`src/rtl/dbsf_pkg.sv`:
```
`timescale 1ns / 1ps
// dbsf_pkg: shared types and constants of the dedup sample history
// no dependencies; imported by dbsf_ctrl, the top level and the bench

package dbsf_pkg;

  // default sizing handed to the top level parameters
  localparam int unsigned MaxDepthDef   = 16;
  localparam int unsigned HandleBitsDef = 16;

  // fixed field widths
  localparam int unsigned ReqW     = 2;
  localparam int unsigned IdW      = 64;
  localparam int unsigned SeqW     = 64;
  localparam int unsigned KindW    = 2;
  localparam int unsigned HandleW  = 16;
  localparam int unsigned CountW   = 5;

  // request codes
  localparam logic [ReqW-1:0] ReqAdd      = 2'd0;
  localparam logic [ReqW-1:0] ReqTake     = 2'd1;
  localparam logic [ReqW-1:0] ReqContains = 2'd2;

  // register port
  localparam int unsigned ApbAddrW = 3;
  localparam int unsigned ApbDataW = 32;
  localparam logic        RegDepthLimit = 1'b0;  // word index of depth_limit
  localparam logic [CountW-1:0] DepthLimitRst = 5'd16;

  // request beat
  typedef struct packed {
    logic [ReqW-1:0]    req_type;
    logic [IdW-1:0]     writer_id_high;
    logic [IdW-1:0]     writer_id_low;
    logic [SeqW-1:0]    seq_num;
    logic [KindW-1:0]   change_kind;
    logic [HandleW-1:0] payload_handle;
  } req_t;

  // response beat
  typedef struct packed {
    logic               ok;
    logic [IdW-1:0]     out_writer_high;
    logic [IdW-1:0]     out_writer_low;
    logic [SeqW-1:0]    out_seq;
    logic [KindW-1:0]   out_kind;
    logic [HandleW-1:0] out_handle;
    logic [CountW-1:0]  entry_count;
  } rsp_t;

endpackage

```
`src/rtl/dbsf_ram.sv`:
```
`timescale 1ns / 1ps
// dbsf_ram: entry ring storage, one write port and one registered read port
// no package dependencies

module dbsf_ram #(
  parameter int unsigned Depth = 16,
  parameter int unsigned Width = 8,
  localparam int unsigned AddrW = (Depth > 1) ? $clog2(Depth) : 1
) (
  input  logic             clk_i,
  input  logic             we_i,
  input  logic [AddrW-1:0] waddr_i,
  input  logic [Width-1:0] wdata_i,
  input  logic             re_i,
  input  logic [AddrW-1:0] raddr_i,
  output logic [Width-1:0] rdata_o
);

  logic [Width-1:0] mem_q [Depth];
  logic [Width-1:0] rdata_q;

  // write port
  always_ff @(posedge clk_i) begin
    if (we_i) begin
      mem_q[waddr_i] <= wdata_i;
    end
  end

  // registered read port
  always_ff @(posedge clk_i) begin
    if (re_i) begin
      rdata_q <= mem_q[raddr_i];
    end
  end

  assign rdata_o = rdata_q;

endmodule

```
`src/rtl/dbsf_ctrl.sv`:
```
`timescale 1ns / 1ps
// dbsf_ctrl: request sequencer with the shared key comparator and ring pointers
// depends on dbsf_pkg; drives the ports of dbsf_ram

module dbsf_ctrl import dbsf_pkg::*; #(
  parameter int unsigned MAX_DEPTH   = MaxDepthDef,
  parameter int unsigned HANDLE_BITS = HandleBitsDef,
  localparam int unsigned PtrW   = (MAX_DEPTH > 1) ? $clog2(MAX_DEPTH) : 1,
  localparam int unsigned CntW   = $clog2(MAX_DEPTH + 1),
  localparam int unsigned SlotHW = (HANDLE_BITS < HandleW) ? HANDLE_BITS : HandleW,
  localparam int unsigned EntryW = 2 * IdW + SeqW + KindW + SlotHW
) (
  input  logic              clk_i,
  input  logic              rst_ni,
  input  logic [CountW-1:0] depth_limit_i,
  input  logic              in_valid_i,
  output logic              in_stall_o,
  input  req_t              in_data_i,
  output logic              out_valid_o,
  input  logic              out_stall_i,
  output rsp_t              out_data_o,
  output logic              ram_we_o,
  output logic [PtrW-1:0]   ram_waddr_o,
  output logic [EntryW-1:0] ram_wdata_o,
  output logic              ram_re_o,
  output logic [PtrW-1:0]   ram_raddr_o,
  input  logic [EntryW-1:0] ram_rdata_i
);

  localparam int unsigned CmpW = (CntW > CountW) ? CntW : CountW;
  localparam int unsigned SumW = CntW + 1;

  typedef enum logic [2:0] {
    ST_IDLE,
    ST_DISPATCH,
    ST_SCAN,
    ST_RESOLVE,
    ST_WRITE,
    ST_TAKE,
    ST_FINISH
  } state_e;

  state_e          state_q, state_d;
  req_t            req_q, req_d;
  rsp_t            res_q, res_d;
  rsp_t            out_q, out_d;
  logic            out_valid_q, out_valid_d;
  logic [CntW-1:0] count_q, count_d;
  logic [PtrW-1:0] oldest_q, oldest_d;
  logic [PtrW-1:0] rd_ptr_q, rd_ptr_d;
  logic [CntW-1:0] scan_idx_q, scan_idx_d;
  logic            pipe_vld_q, pipe_vld_d;
  logic            hit_q, hit_d;

  logic [IdW-1:0]    rd_wh;
  logic [IdW-1:0]    rd_wl;
  logic [SeqW-1:0]   rd_seq;
  logic [KindW-1:0]  rd_kind;
  logic [SlotHW-1:0] rd_handle;
  logic              key_hit;
  logic [CmpW-1:0]   dl_ext;
  logic [CntW-1:0]   eff_depth;

  // next ring slot
  function automatic logic [PtrW-1:0] ptr_inc(input logic [PtrW-1:0] p);
    logic [PtrW-1:0] r;
    if (p == PtrW'(MAX_DEPTH - 1)) begin
      r = '0;
    end else begin
      r = p + 1'b1;
    end
    return r;
  endfunction

  // ring slot at offset k from p, k no more than the ring size
  function automatic logic [PtrW-1:0] ring_add(input logic [PtrW-1:0] p,
                                               input logic [CntW-1:0] k);
    logic [SumW-1:0] s;
    s = SumW'(p) + SumW'(k);
    if (s >= SumW'(MAX_DEPTH)) begin
      s = s - SumW'(MAX_DEPTH);
    end
    return s[PtrW-1:0];
  endfunction

  // unpack the entry read back from the ring
  assign rd_wh     = ram_rdata_i[EntryW-1 -: IdW];
  assign rd_wl     = ram_rdata_i[EntryW-IdW-1 -: IdW];
  assign rd_seq    = ram_rdata_i[SlotHW+KindW +: SeqW];
  assign rd_kind   = ram_rdata_i[SlotHW +: KindW];
  assign rd_handle = ram_rdata_i[SlotHW-1:0];

  // shared key comparator
  assign key_hit = (rd_wh == req_q.writer_id_high) &&
                   (rd_wl == req_q.writer_id_low) &&
                   (rd_seq == req_q.seq_num);

  // depth limit clamped to 1..MAX_DEPTH
  assign dl_ext = CmpW'(depth_limit_i);
  always_comb begin
    if (dl_ext == '0) begin
      eff_depth = CntW'(1);
    end else if (dl_ext > CmpW'(MAX_DEPTH)) begin
      eff_depth = CntW'(MAX_DEPTH);
    end else begin
      eff_depth = dl_ext[CntW-1:0];
    end
  end

  // entry written by an add
  assign ram_wdata_o = {req_q.writer_id_high, req_q.writer_id_low, req_q.seq_num,
                        req_q.change_kind, req_q.payload_handle[SlotHW-1:0]};

  // sequencer
  always_comb begin
    state_d     = state_q;
    req_d       = req_q;
    res_d       = res_q;
    out_d       = out_q;
    out_valid_d = out_valid_q;
    count_d     = count_q;
    oldest_d    = oldest_q;
    rd_ptr_d    = rd_ptr_q;
    scan_idx_d  = scan_idx_q;
    pipe_vld_d  = pipe_vld_q;
    hit_d       = hit_q;
    ram_we_o    = 1'b0;
    ram_waddr_o = ring_add(oldest_q, count_q);
    ram_re_o    = 1'b0;
    ram_raddr_o = rd_ptr_q;

    // response beat taken
    if (out_valid_q && !out_stall_i) begin
      out_valid_d = 1'b0;
    end

    case (state_q)
      ST_IDLE: begin
        if (in_valid_i) begin
          req_d   = in_data_i;
          state_d = ST_DISPATCH;
        end
      end

      ST_DISPATCH: begin
        res_d      = '0;
        hit_d      = 1'b0;
        pipe_vld_d = 1'b0;
        scan_idx_d = '0;
        rd_ptr_d   = oldest_q;
        case (req_q.req_type)
          ReqAdd, ReqContains: begin
            state_d = ST_SCAN;
          end
          ReqTake: begin
            if (count_q == '0) begin
              state_d = ST_FINISH;
            end else begin
              ram_re_o    = 1'b1;
              ram_raddr_o = oldest_q;
              state_d     = ST_TAKE;
            end
          end
          default: begin
            state_d = ST_FINISH;
          end
        endcase
      end

      // one stored entry read per cycle, compared in the cycle after its read
      ST_SCAN: begin
        if (pipe_vld_q && key_hit) begin
          hit_d   = 1'b1;
          state_d = ST_RESOLVE;
        end else if (scan_idx_q != count_q) begin
          ram_re_o    = 1'b1;
          ram_raddr_o = rd_ptr_q;
          rd_ptr_d    = ptr_inc(rd_ptr_q);
          scan_idx_d  = scan_idx_q + 1'b1;
          pipe_vld_d  = 1'b1;
        end else if (!pipe_vld_q) begin
          state_d = ST_RESOLVE;
        end else begin
          pipe_vld_d = 1'b0;
        end
      end

      ST_RESOLVE: begin
        if (req_q.req_type == ReqContains) begin
          res_d.ok = hit_q;
          state_d  = ST_FINISH;
        end else if (hit_q) begin
          state_d = ST_FINISH;
        end else begin
          // trim the oldest entries so the new one fits within the limit
          if (count_q >= eff_depth) begin
            oldest_d = ring_add(oldest_q, CntW'(count_q - eff_depth + 1'b1));
            count_d  = CntW'(eff_depth - 1'b1);
          end
          state_d = ST_WRITE;
        end
      end

      ST_WRITE: begin
        ram_we_o = 1'b1;
        count_d  = count_q + 1'b1;
        res_d.ok = 1'b1;
        state_d  = ST_FINISH;
      end

      ST_TAKE: begin
        res_d.ok              = 1'b1;
        res_d.out_writer_high = rd_wh;
        res_d.out_writer_low  = rd_wl;
        res_d.out_seq         = rd_seq;
        res_d.out_kind        = rd_kind;
        res_d.out_handle      = HandleW'(rd_handle);
        oldest_d              = ptr_inc(oldest_q);
        count_d               = count_q - 1'b1;
        state_d               = ST_FINISH;
      end

      ST_FINISH: begin
        if (!out_valid_q || !out_stall_i) begin
          out_d             = res_q;
          out_d.entry_count = CountW'(count_q);
          out_valid_d       = 1'b1;
          state_d           = ST_IDLE;
        end
      end

      default: begin
        state_d = ST_IDLE;
      end
    endcase
  end

  // state and registered outputs
  always_ff @(posedge clk_i or negedge rst_ni) begin
    if (!rst_ni) begin
      state_q     <= ST_IDLE;
      req_q       <= '0;
      res_q       <= '0;
      out_q       <= '0;
      out_valid_q <= 1'b0;
      count_q     <= '0;
      oldest_q    <= '0;
      rd_ptr_q    <= '0;
      scan_idx_q  <= '0;
      pipe_vld_q  <= 1'b0;
      hit_q       <= 1'b0;
    end else begin
      state_q     <= state_d;
      req_q       <= req_d;
      res_q       <= res_d;
      out_q       <= out_d;
      out_valid_q <= out_valid_d;
      count_q     <= count_d;
      oldest_q    <= oldest_d;
      rd_ptr_q    <= rd_ptr_d;
      scan_idx_q  <= scan_idx_d;
      pipe_vld_q  <= pipe_vld_d;
      hit_q       <= hit_d;
    end
  end

  assign in_stall_o  = (state_q != ST_IDLE);
  assign out_valid_o = out_valid_q;
  assign out_data_o  = out_q;

endmodule

```
`src/rtl/dedup_bounded_sample_fifo.sv`:
```
`timescale 1ns / 1ps
// Keep-last sample history with a duplicate filter. Requests arrive as beats on
// the input channel. Add stores an entry unless one with the same writer id and
// sequence number is already held, and before storing it trims the oldest
// entries down to the depth limit. Take pops the oldest entry, and contains
// reports a match. Each request yields exactly one response beat that carries
// the entry count. One request is in flight at a time. Add and contains walk the
// stored entries, and a match ends the walk early. A single key comparator walks
// the entry memory one entry per cycle through its one read port. A waiting
// response beat does not block the next request from being accepted, but that
// request holds in its finish state until the output slot frees up. The
// depth_limit register sits at byte address 0 of the APB port; the user must
// write it only while no request is in flight, and the block itself does not
// enforce this. Depends on dbsf_pkg, dbsf_ram and dbsf_ctrl.

module dedup_bounded_sample_fifo import dbsf_pkg::*; #(
  parameter int unsigned MAX_DEPTH   = MaxDepthDef,
  parameter int unsigned HANDLE_BITS = HandleBitsDef
) (
  input  logic                clk_i,
  input  logic                rst_ni,
  // request channel
  input  logic                in_valid_i,
  output logic                in_stall_o,
  input  req_t                in_data_i,
  // response channel
  output logic                out_valid_o,
  input  logic                out_stall_i,
  output rsp_t                out_data_o,
  // register port
  input  logic                psel,
  input  logic                penable,
  input  logic                pwrite,
  input  logic [ApbAddrW-1:0] paddr,
  input  logic [ApbDataW-1:0] pwdata,
  output logic [ApbDataW-1:0] prdata,
  output logic                pready
);

  localparam int unsigned PtrW   = (MAX_DEPTH > 1) ? $clog2(MAX_DEPTH) : 1;
  localparam int unsigned SlotHW = (HANDLE_BITS < HandleW) ? HANDLE_BITS : HandleW;
  localparam int unsigned EntryW = 2 * IdW + SeqW + KindW + SlotHW;

  logic [CountW-1:0] depth_limit_q, depth_limit_d;
  logic              reg_wr;
  logic              ram_we;
  logic [PtrW-1:0]   ram_waddr;
  logic [EntryW-1:0] ram_wdata;
  logic              ram_re;
  logic [PtrW-1:0]   ram_raddr;
  logic [EntryW-1:0] ram_rdata;

  // register write decode
  assign reg_wr = psel && penable && pwrite && pready && (paddr[2] == RegDepthLimit);

  always_comb begin
    depth_limit_d = depth_limit_q;
    if (reg_wr) begin
      depth_limit_d = pwdata[CountW-1:0];
    end
  end

  always_ff @(posedge clk_i or negedge rst_ni) begin
    if (!rst_ni) begin
      depth_limit_q <= DepthLimitRst;
    end else begin
      depth_limit_q <= depth_limit_d;
    end
  end

  // register read back
  assign prdata = (paddr[2] == RegDepthLimit) ? ApbDataW'(depth_limit_q) : '0;
  assign pready = 1'b1;

  // sequencer
  dbsf_ctrl #(
    .MAX_DEPTH   (MAX_DEPTH),
    .HANDLE_BITS (HANDLE_BITS)
  ) u_ctrl (
    .clk_i         (clk_i),
    .rst_ni        (rst_ni),
    .depth_limit_i (depth_limit_q),
    .in_valid_i    (in_valid_i),
    .in_stall_o    (in_stall_o),
    .in_data_i     (in_data_i),
    .out_valid_o   (out_valid_o),
    .out_stall_i   (out_stall_i),
    .out_data_o    (out_data_o),
    .ram_we_o      (ram_we),
    .ram_waddr_o   (ram_waddr),
    .ram_wdata_o   (ram_wdata),
    .ram_re_o      (ram_re),
    .ram_raddr_o   (ram_raddr),
    .ram_rdata_i   (ram_rdata)
  );

  // entry ring
  dbsf_ram #(
    .Depth (MAX_DEPTH),
    .Width (EntryW)
  ) u_ram (
    .clk_i   (clk_i),
    .we_i    (ram_we),
    .waddr_i (ram_waddr),
    .wdata_i (ram_wdata),
    .re_i    (ram_re),
    .raddr_i (ram_raddr),
    .rdata_o (ram_rdata)
  );

`ifndef SYNTHESIS
  // one request in flight: an accepted beat makes the block busy
  a_accept_busy: assert property (@(posedge clk_i) disable iff (!rst_ni)
    in_valid_i && !in_stall_o |=> in_stall_o)
    else $error("request accepted while the previous one was still open");

  // a response with ok low carries no entry
  a_zero_fields: assert property (@(posedge clk_i) disable iff (!rst_ni)
    out_valid_o && !out_data_o.ok |->
      (out_data_o.out_writer_high == '0) && (out_data_o.out_writer_low == '0) &&
      (out_data_o.out_seq == '0) && (out_data_o.out_kind == '0) &&
      (out_data_o.out_handle == '0))
    else $error("entry fields set on a response with ok low");

  // the count never passes the ring size
  a_count_bound: assert property (@(posedge clk_i) disable iff (!rst_ni)
    out_valid_o |-> (int'(out_data_o.entry_count) <= MAX_DEPTH))
    else $error("entry count above ring size");

  // handles come back within the stored handle width
  a_handle_width: assert property (@(posedge clk_i) disable iff (!rst_ni)
    out_valid_o |-> ((out_data_o.out_handle >> SlotHW) == '0))
    else $error("handle wider than the stored width");
`endif

endmodule

```
`config.mk`:
```
export PLATFORM = sky130hd
export DESIGN_NAME = dedup_bounded_sample_fifo
export DESIGN_NICKNAME = d
export VERILOG_FILES = /design/src/rtl/dbsf_pkg.sv /design/src/rtl/dbsf_ram.sv /design/src/rtl/dbsf_ctrl.sv /design/src/rtl/dedup_bounded_sample_fifo.sv
export SDC_FILE = /design/constraint.sdc
export NUM_CORES = 2
export LEC_CHECK = 0
export ABC_AREA = 1
export BUFFER_PORTS_ARGS = -buffer_cell sky130_fd_sc_hd__buf_2
export CORE_ASPECT_RATIO = 0.9
export CORE_UTILIZATION = 50
export CTS_CLUSTER_DIAMETER = 80
export DETAILED_ROUTE_END_ITERATION = 8
export PLACE_DENSITY = 0.66
export SYNTH_ARGS = -nofsm -noshare
export SYNTH_HDL_FRONTEND = slang
export SYNTH_SLANG_ARGS = --single-unit
```
`constraint.sdc`:
```
create_clock -name clk_i -period 15.19 [get_ports clk_i]
set_input_delay 4.557 -clock clk_i [delete_from_list [all_inputs] [get_ports clk_i]]
set_output_delay 4.557 -clock clk_i [all_outputs]
set_load 0.02 [all_outputs]
```
==> insert_results.sql <==
INSERT INTO impl_metrics (metric_group, metric, value, unit) VALUES
('job', 'cap_viol_max_count', '0', ''),
('sta', 'setup-tns-final', '0', 'ns'),
('global_route', 'first_pass_grt_wire_length', '687100', 'um'),
('critical_path', 'critical_path.max_fanout', '6', ''),
('route', 'detail_route.wl_per_cell', '25.67', 'um'),
('global_route', 'grt_start_max_net_pins', '215', ''),
('cts', 'cts.reportedPaths.clkPinSlew', '0.06', 'ns'),
('cts', 'clock_tree_from_tritoncts', 'done', ''),
('layout', 'share_of_final_layout_standard_cells_stronger_than_drive_strength_1', '0.09991', ''),
('critical_path', 'crit_arrival', '4.97', 'ns'),
('route', 'antenna_violating_nets_post_route', '0', ''),
('sta', 'slew_violations', '0', ''),
('floorplanning', 'die_width', '615.2', 'um'),
('cts', 'cts-htree-levels', '5', ''),
('power', 'power_density', '220.1', 'nW/um^2'),
('sta', 'slew_at_the_pin_closest_to_its_max_slew_limit', '1.220', 'ns'),
('cts', 'cts_resized', '0', ''),
('layout', 'final_design_area_no_fill', '189400', 'um^2'),
('cts', 'cts.sink_count', '4238', ''),
('global_route', 'antenna_found_initial', '26', ''),
('critical_path', 'worst_ep_required_time', '10.63', 'ns'),
('route', 'vias', '107900', ''),
('layout', 'areaGrowthSynthToFinish', '11.96', '%'),
('synthesis', 'post_synth_edffs', '3570', ''),
('cts', 'clk_latency', '0.97', 'ns'),
('synthesis', 'yosys.cell_types.count', '47', ''),
('critical_path', 'cp_cell_sequence', 'buf_2, nor2_1, buf_2', ''),
('cts', 'cts_post_setup_buffers_inserted', '0', ''),
('place', 'detailed_place.area', '175300', 'um^2'),
('floorplanning', 'ios', '505', ''),
('run_status', 'run_status', 'finished, final reports clean', ''),
('hold_path', 'hold_class', 'flip-flop to flip-flop', ''),
('cts', 'ctsHoldBuffers', '0', ''),
('global_route', 'track_usage', '0.2714', ''),
('global_route', 'grt_remaining_overflow', '0', ''),
('floorplanning', 'floorplan.initialDensity', '0.5025', ''),
('floorplanning', 'design.die.area', '340700', 'um^2'),
('route', 'final_wl', '474500', 'um'),
('sta', 'report.final.hold_viol_count', '0', ''),
('critical_path', 'critical_path.top_delay_family', 'buffers and inverters', ''),
('floorplanning', 'placeableCoreArea', '336700', 'um^2'),
('floorplanning', 'die_span_in_y', '553.8', 'um'),
('synthesis', 'dominantRegCellSynth', 'edfxtp_1', ''),
('synthesis', 'synth.yosys.seq_area_share', '0.7325', ''),
('synthesis', 'synth_warnings', '0', ''),
('synthesis', 'post_synth_instance_area', '169200', 'um^2'),
('cts', 'cts_buffers', '427', ''),
('sta', 'fmax', '104.9', 'MHz'),
('sta', 'slew_headroom', '0.1864', ''),
('synthesis', 'syn_avg_cell_area', '12.64', 'um^2'),
('critical_path', 'max_stage_delay', '0.17', 'ns'),
('floorplanning', 'row_count', '202', ''),
('route', 'drt_pass1_iterations', '6', ''),
('synthesis', 'ys_async_rst_share', '0.1576', ''),
('cts', 'cts_max_path_bufs', '4', ''),
('place', 'port_buffers', '447', ''),
('sta', 'period_minus_slack', '9.529', 'ns'),
('sta', 'worst_clock_skew', '0.04302', 'ns'),
('critical_path', 'crit_path_frequent_cell', 'buf_2', ''),
('critical_path', 'worst_setup_path_start_kind', 'input port', ''),
('power', 'p_leak', '69.64', 'nW'),
('synthesis', 'synthesis.instances', '13390', ''),
('synthesis', 'synth.ff_latch_count', '4238', ''),
('sta', 'post-route-period-util', '0.6273', ''),
('sta', 'setup_viol_count_final', '0', ''),
('route', 'drt_iter0_drc', '14020', ''),
('route', 'detail_route.vias_per_cell', '5.837', ''),
('power', 'ir_worst_vdd', '0.1896', 'mV'),
('global_route', 'via_count_of_the_first_global_routing_pass', '100900', ''),
('sta', 'final_worst_hold_slack', '0.4432', 'ns'),
('critical_path', 'critPathBufInv', '2', ''),
('layout', 'final.fill_count', '26830', ''),
('critical_path', 'critPathSlowestCell', 'buf_2', ''),
('critical_path', 'timing.setup.critical_path_class', 'input port to primary output', ''),
('power', 'finalPower', '41.70', 'mW'),
('place', 'hpwl', '244600', 'um'),
('cts', 'cts_root_buf', 'clkbuf_16', ''),
('sta', 'rsz0062_at_grt', 'no', ''),
('critical_path', 'cp-end-kind', 'primary output', ''),
('route', 'detail_route.drc_violations', '0', ''),
('place', 'place_congestion', '0.8596', ''),
('layout', 'finish.net_count', '13890', '');
==> stage by stage <==
stage               setup slack, ns  instances  utilization
finish                        5.661      18480       0.5627
global route                  5.637      18480       0.5626
CTS                           5.647      18470       0.5626
detailed placement            5.647      17670       0.5207
global placement              5.650      17670       0.5207
floorplan                     4.266      13410            -
==> cell type report <==
cell class	count	area, um^2	area share
sequential	4238	123900	0.6542
clock inverter	199	1854	0.009789
inverter	912	3451	0.01822
tap	4488	5615	0.02965
clock buffer	599	12240	0.06463
antenna	13	32.53	0.0001717
timing repair buffer	630	3959	0.02090
multi-input combinational	7404	38350	0.2024
==> synthesized netlist by cell type (125+ instances only) <==
| cell | instances | share of area |
|---|---|---|
| edfxtp_1 | 3570 | 0.63 |
| o21ai_0 | 1862 | 0.055 |
| nand2_1 | 1698 | 0.038 |
| nand3_1 | 1023 | 0.030 |
| inv_1 | 907 | 0.020 |
| o21bai_1 | 750 | 0.033 |
| dfrtp_1 | 667 | 0.099 |
| nor2_1 | 617 | 0.014 |
| clkbuf_1 | 462 | 0.010 |
| o21ai_1 | 381 | 0.011 |
| a21oi_1 | 378 | 0.011 |
| buf_2 | 276 | 0.0082 |
| o211ai_1 | 189 | 0.0084 |
| o22ai_1 | 125 | 0.0046 |
==> layer usage <==
layer  GRT usage  wire length [um]  up-vias
met2      0.4266            219700     5087
met5           0               117        -
met3     0.03598             41030      750
met1      0.3862            194400    53670
met4      0.1073             19240       18
li1            -                 -    48360
==> report_power, final <==
part           leakage, nW  internal, mW  total (mW)  switching [mW]
Sequential            40.5          16.1        18.3            2.12
Clock                 6.93          6.12        10.5            4.41
Combinational         22.2          3.78        12.9            9.12
Total                 69.6          26.0        41.7            15.6
==> placed cells by master, fill, tap and decap left out, types with 6 or more instances in the layout <==
master      Yosys  final
a21oi_1       378    378
and2_1         24     24
buf_12          0     27
buf_2         276    446
buf_4          47    156
bufinv_16       0     30
clkbuf_1      462    100
clkbuf_16       0    445
clkbuf_8        0     52
clkinv_1        1     76
clkinv_2        0     68
clkinvlp_4      0      6
conb_1          2     28
dfrtp_1       667    667
diode_2         0     13
edfxtp_1     3570   3570
ha_1           21     21
inv_1         907    905
mux2_2        103    103
nand2_1      1698   1695
nand3_1      1023   1022
nand4_1        31     31
nor2_1        617    601
nor2_4          1     17
nor3_1          6      6
o211ai_1      189    189
o21ai_0      1862   1862
o21ai_1       381    380
o21bai_1      750    750
o22ai_1       125    125
xnor2_1       110    110
xor2_1         23     23
==> state kept, by name, summed over array words and instances, names as in the netlist, 2 cells and up <==
register            flops
u_ctrl.out_data_o     216
u_ctrl.rd_ptr_q         4
u_ctrl.req_q            2
depth_limit_q           5
u_ctrl.state_q          3
u_ram.rdata_o         210
u_ctrl.scan_idx_q       5
u_ctrl.ram_wdata_o    210
u_ctrl.count_q          5
u_ram.mem_q          3360
u_ctrl.res_q          211
u_ctrl.oldest_q         4
==> worst paths after layout <==
kind	slack, ns	start	end	depth (start not counted)
max	5.66	paddr[2]	prdata[2]	3
min	0.44	u_ram.rdata_o[14]	u_ctrl.res_q[19]	2
max reg2reg	9.03	u_ctrl.state_q[1]	u_ram.rdata_o[25]	15
min reg2reg	0.44	u_ram.rdata_o[14]	u_ctrl.res_q[19]	2
max in group asynchronous	8.80	rst_ni	u_ctrl.ram_wdata_o[118]	4
min in group asynchronous	3.61	rst_ni	u_ctrl.out_data_o[59]	1
==> worst reg2reg max path, stage by stage (launching register included) <==
cell	delay [ns]
dfrtp_1	0.46
nor2_4	0.13
buf_4	0.49
nand2_4	0.19
inv_2	0.14
nand3_4	0.24
o21ai_4	0.26
buf_4	0.72
buf_4	0.71
buf_4	0.84
buf_4	0.98
o21ai_0	0.22
o21bai_1	0.20
nand3_1	0.12
nand3_1	0.11
nand2_1	0.16
==> cells by family after synthesis <==
| kind of cell | after synthesis | synth area share |
|---|---|---|
| adder cells (fa/ha/maj) | 25 | 0.002026 |
| AND/OR/NAND/NOR | 3418 | 0.08470 |
| XOR/XNOR | 133 | 0.006885 |
| other | 2 | 0.00004439 |
| AO/OA/AOI/OAI | 3697 | 0.1244 |
| flip-flops | 4238 | 0.7325 |
| multiplexers | 103 | 0.006856 |
| buffers and inverters | 1769 | 0.04258 |
Note: power is estimated with default switching activity, not from simulation.
